<file path="src/hdl/efd_pkg.sv">
`default_nettype none

package efd_pkg;

    // Mode codes, as reported on the result channel
    localparam logic [2:0] MODE_INIT    = 3'd0;
    localparam logic [2:0] MODE_CALIB   = 3'd1;
    localparam logic [2:0] MODE_IDLE    = 3'd2;
    localparam logic [2:0] MODE_MOVING  = 3'd3;
    localparam logic [2:0] MODE_STOPPED = 3'd4;
    localparam logic [2:0] MODE_ERROR   = 3'd5;

    // Event codes on the input channel
    localparam logic [2:0] CMD_TICK       = 3'd0;
    localparam logic [2:0] CMD_CALL       = 3'd1;
    localparam logic [2:0] CMD_STOPPED    = 3'd2;
    localparam logic [2:0] CMD_CAL_SENSOR = 3'd3;
    localparam logic [2:0] CMD_OTH_SENSOR = 3'd4;

    // Configuration register indexes
    localparam logic [2:0] REG_FLOOR_COUNT = 3'd0;
    localparam logic [2:0] REG_DWELL_TICKS = 3'd1;
    localparam logic [2:0] REG_FLOOR0_POS  = 3'd2;

    localparam logic [2:0]  FLOOR_COUNT_RST = 3'd4;
    localparam logic [15:0] DWELL_TICKS_RST = 16'd100;
    localparam logic [15:0] FLOOR_POS_RST [4] = '{16'd0, 16'd1000, 16'd2000, 16'd3000};

    // Sequencer -> datapath
    typedef struct packed {
        logic capture;
        logic exec;
        logic scan_load;
        logic scan_step;
        logic commit;
        logic load_out;
    } ctrl_t;

    // Datapath -> sequencer
    typedef struct packed {
        logic need_choose;
        logic choose_ok;
        logic scan_hit;
        logic scan_end;
        logic out_free;
    } stat_t;

endpackage

`default_nettype wire

</file>
<file path="src/hdl/elevator_floor_dispatcher.sv">
`default_nettype none

// Elevator dispatcher for up to MAX_FLOORS floors: each input beat is one
// event (step tick, floor call, stepper stopped, calibration sensor, other
// sensor) and yields exactly one result beat with the mode, one-shot
// stepper commands (target, seek home, position reset) and the car status.
// Next stop follows a SCAN rule: nearest pending floor in the current
// direction, then the opposite one, else floor 0. One event is handled at a
// time: capture, execute, then the result; if a search is due, a prep
// state checks that the mode takes a new stop, and if it does, the scan and
// a commit follow. The scan tests one floor per cycle in each direction.
// The result sits in an output register, so the next event is taken while
// it waits; that next event then holds in its last cycle until the register
// is free. The user must write configuration via cfg_we/cfg_index/cfg_data
// only while no event is in flight; the block does not enforce this, and
// indexes past the last floor position are ignored.

module elevator_floor_dispatcher #(
    parameter int MAX_FLOORS = 4,
    parameter int POS_BITS   = 16
) (
    input  wire logic        aclk,
    input  wire logic        aresetn,

    // configuration writes
    input  wire logic        cfg_we,
    input  wire logic [2:0]  cfg_index,
    input  wire logic [15:0] cfg_data,

    // event beats
    input  wire logic        s_valid,
    output logic             s_ready,
    input  wire logic [2:0]  s_command,
    input  wire logic [1:0]  s_floor,
    input  wire logic        s_sensor_pressed,
    input  wire logic [16:0] s_position,

    // result beats
    output logic             m_valid,
    input  wire logic        m_ready,
    output logic [2:0]       m_mode,
    output logic             m_target_valid,
    output logic [15:0]      m_target_position,
    output logic             m_seek_home,
    output logic             m_stepper_reset,
    output logic             m_started,
    output logic             m_arrived,
    output logic [1:0]       m_current_floor,
    output logic             m_floor_known,
    output logic [1:0]       m_destination,
    output logic [3:0]       m_pending_mask
);

    efd_pkg::ctrl_t ctrl;
    efd_pkg::stat_t stat;

    // sequencer: capture, execute, scan, commit, hand off result
    efd_controller u_ctrl (
        .aclk    (aclk),
        .aresetn (aresetn),
        .s_valid (s_valid),
        .s_ready (s_ready),
        .stat    (stat),
        .ctrl    (ctrl)
    );

    // car state, config registers, floor scanner and output register
    efd_datapath #(
        .MAX_FLOORS (MAX_FLOORS),
        .POS_BITS   (POS_BITS)
    ) u_dp (
        .aclk              (aclk),
        .aresetn           (aresetn),
        .cfg_we            (cfg_we),
        .cfg_index         (cfg_index),
        .cfg_data          (cfg_data),
        .s_command         (s_command),
        .s_floor           (s_floor),
        .s_sensor_pressed  (s_sensor_pressed),
        .s_position        (s_position),
        .ctrl              (ctrl),
        .stat              (stat),
        .m_valid           (m_valid),
        .m_ready           (m_ready),
        .m_mode            (m_mode),
        .m_target_valid    (m_target_valid),
        .m_target_position (m_target_position),
        .m_seek_home       (m_seek_home),
        .m_stepper_reset   (m_stepper_reset),
        .m_started         (m_started),
        .m_arrived         (m_arrived),
        .m_current_floor   (m_current_floor),
        .m_floor_known     (m_floor_known),
        .m_destination     (m_destination),
        .m_pending_mask    (m_pending_mask)
    );

endmodule

`default_nettype wire

</file>
<file path="src/hdl/efd_controller.sv">
`default_nettype none

module efd_controller (
    input  wire logic          aclk,
    input  wire logic          aresetn,
    input  wire logic          s_valid,
    output logic               s_ready,
    input  efd_pkg::stat_t     stat,
    output efd_pkg::ctrl_t     ctrl
);

    localparam logic [2:0] ST_WAIT   = 3'd0;
    localparam logic [2:0] ST_EXEC   = 3'd1;
    localparam logic [2:0] ST_PREP   = 3'd2;
    localparam logic [2:0] ST_SCAN   = 3'd3;
    localparam logic [2:0] ST_COMMIT = 3'd4;
    localparam logic [2:0] ST_DONE   = 3'd5;

    logic [2:0] state_reg;
    logic [2:0] state_next;

    assign s_ready = (state_reg == ST_WAIT);

    always_comb begin
        state_next = state_reg;
        ctrl       = '0;
        unique case (state_reg)
            ST_WAIT: begin
                if (s_valid) begin
                    ctrl.capture = 1'b1;
                    state_next   = ST_EXEC;
                end
            end
            ST_EXEC: begin
                ctrl.exec  = 1'b1;
                state_next = stat.need_choose ? ST_PREP : ST_DONE;
            end
            ST_PREP: begin
                if (stat.choose_ok) begin
                    ctrl.scan_load = 1'b1;
                    state_next     = ST_SCAN;
                end else begin
                    state_next = ST_DONE;
                end
            end
            ST_SCAN: begin
                ctrl.scan_step = 1'b1;
                if (stat.scan_hit || stat.scan_end) begin
                    state_next = ST_COMMIT;
                end
            end
            ST_COMMIT: begin
                ctrl.commit = 1'b1;
                state_next  = ST_DONE;
            end
            ST_DONE: begin
                if (stat.out_free) begin
                    ctrl.load_out = 1'b1;
                    state_next    = ST_WAIT;
                end
            end
            default: begin
                state_next = ST_WAIT;
            end
        endcase
    end

    always_ff @(posedge aclk) begin
        if (!aresetn) begin
            state_reg <= ST_WAIT;
        end else begin
            state_reg <= state_next;
        end
    end

    a_accept_to_exec: assert property (@(posedge aclk) disable iff (!aresetn)
        (s_valid && s_ready) |=> (state_reg == ST_EXEC))
        else $error("accepted beat not executed next cycle");

    a_commit_after_scan: assert property (@(posedge aclk) disable iff (!aresetn)
        (state_reg == ST_COMMIT) |-> ($past(state_reg) == ST_SCAN))
        else $error("commit without a scan");

    a_done_holds: assert property (@(posedge aclk) disable iff (!aresetn)
        (state_reg == ST_DONE && !stat.out_free) |=> (state_reg == ST_DONE))
        else $error("result dropped while output register full");

endmodule

`default_nettype wire

</file>
<file path="src/hdl/efd_datapath.sv">
`default_nettype none

module efd_datapath #(
    parameter int MAX_FLOORS = 4,
    parameter int POS_BITS   = 16
) (
    input  wire logic          aclk,
    input  wire logic          aresetn,
    input  wire logic          cfg_we,
    input  wire logic [2:0]    cfg_index,
    input  wire logic [15:0]   cfg_data,
    input  wire logic [2:0]    s_command,
    input  wire logic [1:0]    s_floor,
    input  wire logic          s_sensor_pressed,
    input  wire logic [16:0]   s_position,
    input  efd_pkg::ctrl_t     ctrl,
    output efd_pkg::stat_t     stat,
    output logic               m_valid,
    input  wire logic          m_ready,
    output logic [2:0]         m_mode,
    output logic               m_target_valid,
    output logic [15:0]        m_target_position,
    output logic               m_seek_home,
    output logic               m_stepper_reset,
    output logic               m_started,
    output logic               m_arrived,
    output logic [1:0]         m_current_floor,
    output logic               m_floor_known,
    output logic [1:0]         m_destination,
    output logic [3:0]         m_pending_mask
);

    // stored target is clipped to the stepper's position width
    localparam int DEST_W = (POS_BITS < 16) ? POS_BITS : 16;

    // configuration
    logic [2:0]  floor_count_reg;
    logic [15:0] dwell_ticks_reg;
    logic [15:0] floor_pos_reg [MAX_FLOORS];

    // captured beat
    logic [2:0]  cmd_reg;
    logic [1:0]  fl_reg;
    logic        pressed_reg;
    logic [16:0] pos_reg;

    // car state
    logic [2:0]            mode_reg,       mode_next;
    logic                  going_down_reg, going_down_next;
    logic [MAX_FLOORS-1:0] pending_reg,    pending_next;
    logic [1:0]            last_reg,       last_next;
    logic                  known_reg,      known_next;
    logic [1:0]            dest_reg,       dest_next;
    logic [DEST_W-1:0]     dest_pos_reg,   dest_pos_next;
    logic [15:0]           dwell_reg,      dwell_next;

    // per-beat flags
    logic tv_reg,      tv_next;
    logic seek_reg,    seek_next;
    logic srst_reg,    srst_next;
    logic started_reg, started_next;
    logic arrived_reg, arrived_next;

    // floor scan
    logic [2:0] idx_reg,   idx_next;
    logic       phase_reg, phase_next;
    logic [1:0] nf_reg,    nf_next;
    logic       found_reg, found_next;

    logic m_valid_reg;

    logic [2:0]  cnt;
    logic [3:0]  pend4;
    logic [2:0]  up_start;
    logic [2:0]  dn_start;
    logic        cur_dir;
    logic        live;
    logic        hit;
    logic        pos_match;
    logic [15:0] sel_pos;

    // floor count clamped to 1..MAX_FLOORS
    always_comb begin
        if (floor_count_reg == 3'd0) begin
            cnt = 3'd1;
        end else if (floor_count_reg > 3'(MAX_FLOORS)) begin
            cnt = 3'(MAX_FLOORS);
        end else begin
            cnt = floor_count_reg;
        end
    end

    assign pend4     = 4'(pending_reg);
    assign up_start  = known_reg ? ({1'b0, last_reg} + 3'd1) : 3'd0;
    assign dn_start  = {1'b0, last_reg} - 3'd1;
    assign cur_dir   = going_down_reg ^ phase_reg;
    // unknown floor: car sits below floor 0, nothing lies downward;
    // going down, floors at or above the count are passed over
    assign live      = cur_dir ? (known_reg && !idx_reg[2])
                               : (idx_reg < cnt);
    assign hit       = live && (idx_reg < cnt) && pend4[idx_reg[1:0]];
    assign pos_match = !pos_reg[16] && (pos_reg[15:0] == 16'(dest_pos_reg));

    always_comb begin
        sel_pos = '0;
        for (int i = 0; i < MAX_FLOORS; i++) begin
            if (nf_reg == 2'(i)) begin
                sel_pos = floor_pos_reg[i];
            end
        end
    end

    always_comb begin
        stat.choose_ok = (mode_reg == efd_pkg::MODE_IDLE) ||
                         (mode_reg == efd_pkg::MODE_MOVING);
        stat.scan_hit  = hit;
        stat.scan_end  = !live && phase_reg;
        stat.out_free  = !m_valid_reg || m_ready;
        unique case (cmd_reg)
            efd_pkg::CMD_TICK:
                stat.need_choose = (mode_reg == efd_pkg::MODE_INIT && pressed_reg) ||
                                   (mode_reg == efd_pkg::MODE_STOPPED && dwell_reg <= 16'd1);
            efd_pkg::CMD_CALL:       stat.need_choose = ({1'b0, fl_reg} < cnt);
            efd_pkg::CMD_CAL_SENSOR: stat.need_choose = (mode_reg == efd_pkg::MODE_CALIB);
            default:                 stat.need_choose = 1'b0;
        endcase
    end

    always_comb begin
        mode_next       = mode_reg;
        going_down_next = going_down_reg;
        pending_next    = pending_reg;
        last_next       = last_reg;
        known_next      = known_reg;
        dest_next       = dest_reg;
        dest_pos_next   = dest_pos_reg;
        dwell_next      = dwell_reg;
        tv_next         = tv_reg;
        seek_next       = seek_reg;
        srst_next       = srst_reg;
        started_next    = started_reg;
        arrived_next    = arrived_reg;
        idx_next        = idx_reg;
        phase_next      = phase_reg;
        nf_next         = nf_reg;
        found_next      = found_reg;

        if (ctrl.capture) begin
            tv_next      = 1'b0;
            seek_next    = 1'b0;
            srst_next    = 1'b0;
            started_next = 1'b0;
            arrived_next = 1'b0;
        end

        if (ctrl.exec) begin
            unique case (cmd_reg)
                efd_pkg::CMD_TICK: begin
                    if (mode_reg == efd_pkg::MODE_INIT) begin
                        if (pressed_reg) begin
                            srst_next       = 1'b1;
                            mode_next       = efd_pkg::MODE_IDLE;
                            known_next      = 1'b0;
                            pending_next[0] = 1'b1;
                        end else begin
                            seek_next = 1'b1;
                            mode_next = efd_pkg::MODE_CALIB;
                        end
                    end else if (mode_reg == efd_pkg::MODE_STOPPED) begin
                        if (dwell_reg <= 16'd1) begin
                            dwell_next = '0;
                            mode_next  = efd_pkg::MODE_IDLE;
                        end else begin
                            dwell_next = dwell_reg - 16'd1;
                        end
                    end
                end
                efd_pkg::CMD_CALL: begin
                    for (int i = 0; i < MAX_FLOORS; i++) begin
                        if ({1'b0, fl_reg} < cnt && fl_reg == 2'(i)) begin
                            pending_next[i] = 1'b1;
                        end
                    end
                end
                efd_pkg::CMD_STOPPED: begin
                    if (mode_reg != efd_pkg::MODE_MOVING || !pos_match) begin
                        mode_next = efd_pkg::MODE_ERROR;
                    end else begin
                        mode_next    = efd_pkg::MODE_STOPPED;
                        last_next    = dest_reg;
                        known_next   = 1'b1;
                        dwell_next   = dwell_ticks_reg;
                        arrived_next = 1'b1;
                        for (int i = 0; i < MAX_FLOORS; i++) begin
                            if (dest_reg == 2'(i)) begin
                                pending_next[i] = 1'b0;
                            end
                        end
                    end
                end
                efd_pkg::CMD_CAL_SENSOR: begin
                    srst_next = 1'b1;
                    if (mode_reg != efd_pkg::MODE_CALIB) begin
                        mode_next = efd_pkg::MODE_ERROR;
                    end else begin
                        mode_next       = efd_pkg::MODE_IDLE;
                        known_next      = 1'b0;
                        pending_next[0] = 1'b1;
                    end
                end
                efd_pkg::CMD_OTH_SENSOR: begin
                    srst_next = 1'b1;
                    mode_next = efd_pkg::MODE_ERROR;
                end
                default: begin
                end
            endcase
        end

        if (ctrl.scan_load) begin
            phase_next = 1'b0;
            found_next = 1'b0;
            idx_next   = going_down_reg ? dn_start : up_start;
        end

        if (ctrl.scan_step) begin
            if (hit) begin
                nf_next    = idx_reg[1:0];
                found_next = 1'b1;
            end else if (live) begin
                idx_next = cur_dir ? (idx_reg - 3'd1) : (idx_reg + 3'd1);
            end else if (!phase_reg) begin
                phase_next = 1'b1;
                idx_next   = going_down_reg ? up_start : dn_start;
            end else begin
                // nothing pending either way: head for floor 0
                nf_next    = 2'd0;
                found_next = !known_reg || (last_reg != 2'd0);
            end
        end

        if (ctrl.commit) begin
            if (found_reg && !(mode_reg == efd_pkg::MODE_MOVING && nf_reg == dest_reg)) begin
                mode_next       = efd_pkg::MODE_MOVING;
                dest_next       = nf_reg;
                going_down_next = known_reg ? !(nf_reg > last_reg) : 1'b1;
                dest_pos_next   = DEST_W'(sel_pos);
                tv_next         = 1'b1;
                started_next    = 1'b1;
            end
        end
    end

    always_ff @(posedge aclk) begin
        if (!aresetn) begin
            floor_count_reg <= efd_pkg::FLOOR_COUNT_RST;
            dwell_ticks_reg <= efd_pkg::DWELL_TICKS_RST;
            for (int i = 0; i < MAX_FLOORS; i++) begin
                floor_pos_reg[i] <= efd_pkg::FLOOR_POS_RST[i];
            end
            mode_reg       <= efd_pkg::MODE_INIT;
            going_down_reg <= 1'b0;
            pending_reg    <= '0;
            last_reg       <= '0;
            known_reg      <= 1'b1;
            dest_reg       <= '0;
            dest_pos_reg   <= '0;
            dwell_reg      <= '0;
            tv_reg         <= 1'b0;
            seek_reg       <= 1'b0;
            srst_reg       <= 1'b0;
            started_reg    <= 1'b0;
            arrived_reg    <= 1'b0;
            phase_reg      <= 1'b0;
            found_reg      <= 1'b0;
            m_valid_reg    <= 1'b0;
        end else begin
            if (cfg_we) begin
                if (cfg_index == efd_pkg::REG_FLOOR_COUNT) begin
                    floor_count_reg <= cfg_data[2:0];
                end
                if (cfg_index == efd_pkg::REG_DWELL_TICKS) begin
                    dwell_ticks_reg <= cfg_data;
                end
                for (int i = 0; i < MAX_FLOORS; i++) begin
                    if (cfg_index == efd_pkg::REG_FLOOR0_POS + 3'(i)) begin
                        floor_pos_reg[i] <= cfg_data;
                    end
                end
            end
            mode_reg       <= mode_next;
            going_down_reg <= going_down_next;
            pending_reg    <= pending_next;
            last_reg       <= last_next;
            known_reg      <= known_next;
            dest_reg       <= dest_next;
            dest_pos_reg   <= dest_pos_next;
            dwell_reg      <= dwell_next;
            tv_reg         <= tv_next;
            seek_reg       <= seek_next;
            srst_reg       <= srst_next;
            started_reg    <= started_next;
            arrived_reg    <= arrived_next;
            phase_reg      <= phase_next;
            found_reg      <= found_next;
            if (ctrl.load_out) begin
                m_valid_reg <= 1'b1;
            end else if (m_ready) begin
                m_valid_reg <= 1'b0;
            end
        end
    end

    // payload registers
    always_ff @(posedge aclk) begin
        idx_reg <= idx_next;
        nf_reg  <= nf_next;
        if (ctrl.capture) begin
            cmd_reg     <= s_command;
            fl_reg      <= s_floor;
            pressed_reg <= s_sensor_pressed;
            pos_reg     <= s_position;
        end
        if (ctrl.load_out) begin
            m_mode            <= mode_reg;
            m_target_valid    <= tv_reg;
            m_target_position <= tv_reg ? 16'(dest_pos_reg) : 16'd0;
            m_seek_home       <= seek_reg;
            m_stepper_reset   <= srst_reg;
            m_started         <= started_reg;
            m_arrived         <= arrived_reg;
            m_current_floor   <= last_reg;
            m_floor_known     <= known_reg;
            m_destination     <= dest_reg;
            m_pending_mask    <= pend4;
        end
    end

    assign m_valid = m_valid_reg;

endmodule

`default_nettype wire
</file>
<file path="config.mk">
export PLATFORM = sky130hd
export DESIGN_NAME = elevator_floor_dispatcher
export DESIGN_NICKNAME = d
export VERILOG_FILES = /design/src/hdl/efd_pkg.sv /design/src/hdl/elevator_floor_dispatcher.sv /design/src/hdl/efd_controller.sv /design/src/hdl/efd_datapath.sv
export SDC_FILE = /design/constraint.sdc
export NUM_CORES = 1
export LEC_CHECK = 0
export CORE_ASPECT_RATIO = 1.75
export CORE_UTILIZATION = 40
export CTS_CLUSTER_SIZE = 24
export DETAILED_ROUTE_END_ITERATION = 8
export DONT_BUFFER_PORTS = 1
export HOLD_SLACK_MARGIN = 0.05
export PLACE_DENSITY = 0.57
export SLEW_MARGIN = 10
export SYNTH_ARGS = -nofsm -noshare
export SYNTH_HDL_FRONTEND = slang
export SYNTH_HIERARCHICAL = 1
export SYNTH_SLANG_ARGS = --single-unit
</file>
<file path="constraint.sdc">
create_clock -name aclk -period 4.1 [get_ports aclk]
set_clock_uncertainty 0.1 [all_clocks]
set_input_delay 0.41 -clock aclk [delete_from_list [all_inputs] [get_ports aclk]]
set_output_delay 0.41 -clock aclk [all_outputs]
set_load 0.02 [all_outputs]
</file>
==> results by group <==
Detailed routing
  • First DRT Iteration DRCs: 459
  • DRC viols: 0
  • Routed WL: 23300 µm
  • Detailed Routing Iterations Pass 1: 6
  • Wire per inst: 20.3 µm
  • Vias per inst: 5.54
  • Via count: 6338
  • ANT nets after route: 0

Die
  • Die width: 116 µm
  • Num ports: 82
  • Initial core utilization: 41.1%
  • Core area: 22300 µm²
  • Die area: 23500 µm²
  • Chip height: 202 µm
  • Row count: 72

Clocking
  • Longest Clk Path Bufs: 2
  • Root Buffer Master: clkbuf_16
  • Clock transition at path regs: 0.08 ns
  • CTS buffer count: 17
  • Worst-Skew Late Latency: 0.45 ns
  • Htree depth: 4
  • CTS sink count: 200
  • CTS tree: built
  • Postcts setup bufs: 0

Placed design
  • Hpwl dp: 16200 µm
  • Port buffer count: 0
  • Placed cell areas: 9410 µm²
  • Placement Setup Slack: 1.35 ns
  • Placer congestion estimate: 0.909

Critical path
  • CP arrival: 2.95 ns
  • Max stage delay on crit path: 0.56 ns
  • Crit-path max FO: 18
  • Reg2Reg Setup Slack: 1.34 ns
  • Critical path, cell by cell: xor2_1 -> nor4_1 -> and4_1 -> a41oi_2 -> a221oi_1 -> a211oi_1
  • Worst reg2reg path endpoint: u_dp/dwell_reg[0]
  • Setup CP Type: reg2reg
  • Slowest-stage cell, CP: nor4_1
  • CP required: 4.30 ns
  • R2R cell count: 6
  • CP Launch Type: register
  • Worst setup EP type: register
  • RR Startpoint: u_dp/pos_reg[12]

Timing
  • Hold violation total from the final report: 0
  • Final Worst Setup Slack: 1.34 ns
  • Fin crit period: 2.76 ns
  • Finish-stage setup viols: 0
  • Max Fclk: 363 MHz
  • Setup TNS: 0 ns
  • Max Slew Vio Count: 0
  • Final period util: 67.3%
  • Worst slew margin: 26.4%
  • RSZ-0062 raised after global routing: no
  • Worst-margin pin slew: 1.10 ns

Synthesis
  • Syn_area_per_cell: 11.3 µm²
  • Synthesized Nets: 866
  • Cell taking the most area after synthesis: edfxtp_1
  • Post-synthesis sequential area ratio: 57.2%
  • Mapped Cells: 808
  • Ys flop type: edfxtp_1
  • Distinct cells, synth: 73
  • Synth top area share: 40.1%
  • Synth Register Bits: 200
  • Synth top cells by count: edfxtp_1 (122), dfxtp_1 (78), nand2_1 (74), and2_1 (68), nor2_1 (59)
  • Post-synth ARST share: 0%
  • Warnings from Yosys: 6
  • Synthesized cell area: 9140 µm²
  • Largest cells by area after synthesis: edfxtp_1 (40%), dfxtp_1 (17%), and2_1 (4.7%)
  • Top-count cell post-synth: edfxtp_1
  • Post-synth EDFFs: 122

Final layout
  • Max FFs per register: 64
  • Fin nets: 889
  • Area growth syn-to-layout: 14.7%
  • Post-layout instance area: 10500 µm²
  • Share of post-route cells with drive strength above 1: 8.89%

Status
  • Status: completed

Power
  • P_sw: 1120 µW
  • Pwr Total: 4590 µW
  • Sequential Power Share: 51.1%
  • Sw frac: 24.4%
  • Worst VDD drop: 0.319 mV
  • Comb power frac: 8.9%
  • PD cells: 438 nW/µm²
  • Int Power: 3470 µW
  • Clock power frac: 39.9%
  • Pleak: 0.00363 µW

GRT
  • First-pass GRT wire length: 36300 µm
  • GRT Total Usage: 21.0%
  • Initial antenna violation count: 2
  • Vias in the first global route: 6389
  • Global route total overflow: 0
  • Largest net degree at the start of global routing: 35

Job
  • Number of max-cap violations: 0

Hold path
  • WHS Endpoint: u_dp/floor_pos_reg[3][11]
  • Hold Crit Class: in2reg
  • Hold_sp: cfg_data[11]
  • Hold Crit Depth: 1
[cells in the final DEF (no fill, tap or decap), drive strengths merged, types with 6 or more instances in the layout]
| cell | count |
|---|---|
| buf | 8 |
| nand3 | 11 |
| xnor2 | 15 |
| nand3b | 7 |
| a21oi | 55 |
| inv | 25 |
| o31ai | 8 |
| o21ai | 30 |
| xor2 | 6 |
| o211ai | 6 |
| a211oi | 8 |
| nor3 | 20 |
| nor2b | 11 |
| edfxtp | 122 |
| or3 | 25 |
| nor2 | 61 |
| nand2b | 9 |
| nand2 | 74 |
| nand4 | 7 |
| dlygate4sd3 | 40 |
| mux2i | 24 |
| nor4 | 8 |
| mux4 | 17 |
| clkbuf | 20 |
| ha | 10 |
| dfxtp | 78 |
| and2 | 68 |
[cell families (layout without fill, tap and decap cells)]
family                   after synthesis  count (layout)  synth area share (%)
buffers and inverters                 65             101                  2.96
adder cells (fa/ha/maj)               11              11                  1.59
multiplexers                          42              42                  6.94
flip-flops                           200             200                  57.2
AO/OA/AOI/OAI                        153             153                  10.8
other                                  0               5                     0
AND/OR/NAND/NOR                      316             316                  18.5
XOR/XNOR                              21              21                  2.01
[routing by layer]
layer | global-route usage [%] | wire (µm)
met5 | 0 | 0
met3 | 4.29 | 964
met4 | 10.3 | 764
met1 | 23.5 | 8910
met2 | 37.2 | 12700
[worst max-delay path: cells and delay by family, from the launching register on]
family | cells | cell delay [ns]
AOI/OAI and AO/OA | 3 | 1.00
xor gates and xnor gates | 1 | 0.16
DFF | 1 | 0.38
and+or+nand+nor | 2 | 0.97
[repair_timing]
| item | in CTS | in global routing |
|---|---|---|
| endpoints found under the hold margin | 115 | 0 |
| resized for setup | 0 | 0 |
| hold buffers | 40 | 0 |
[cell type report]
cell class	count	area, µm²
well taps	296	370
clock inverters	12	179
inverters	21	78.8
diodes	5	12.5
fillers	2065	11800
clock buffers	20	478
multi-input cells	543	3670
repair buffers	48	460
flip-flops and latches	200	5230
[worst max path at each step]
stage,from,end,slack [ns],cells past startpoint
detailed placement,u_dp/pos_reg[12],u_dp/dwell_reg[0],1.35,6
CTS,u_dp/pos_reg[12],u_dp/dwell_reg[0],1.34,6
global route,u_dp/dwell_reg[12],u_ctrl/state_reg[0],1.10,8
finish,u_dp/pos_reg[12],u_dp/dwell_reg[0],1.34,6
floorplan,m_ready,u_dp/m_arrived,1.52,3
global placement,u_dp/pos_reg[12],u_dp/dwell_reg[0],1.42,6
[power groups by stage]
stage	clock network [µW]	logic (µW)	registers, µW
floorplan	0	301	2350
detailed placement	0	360	2390
global placement	0	353	2380
CTS	1870	410	2340
finish	1830	410	2350
global route	1950	450	2360
[per-stage QoR]
stage               util (%)  cells  hold WS, ns
global placement        42.3   1068        0.321
detailed placement      42.3   1068        0.326
CTS                     47.0   1140       0.0503
floorplan                  -    808        0.309
finish                  47.1   1145       0.0638
global route            47.1   1143       0.0518
(Power assumes the default switching activity.)
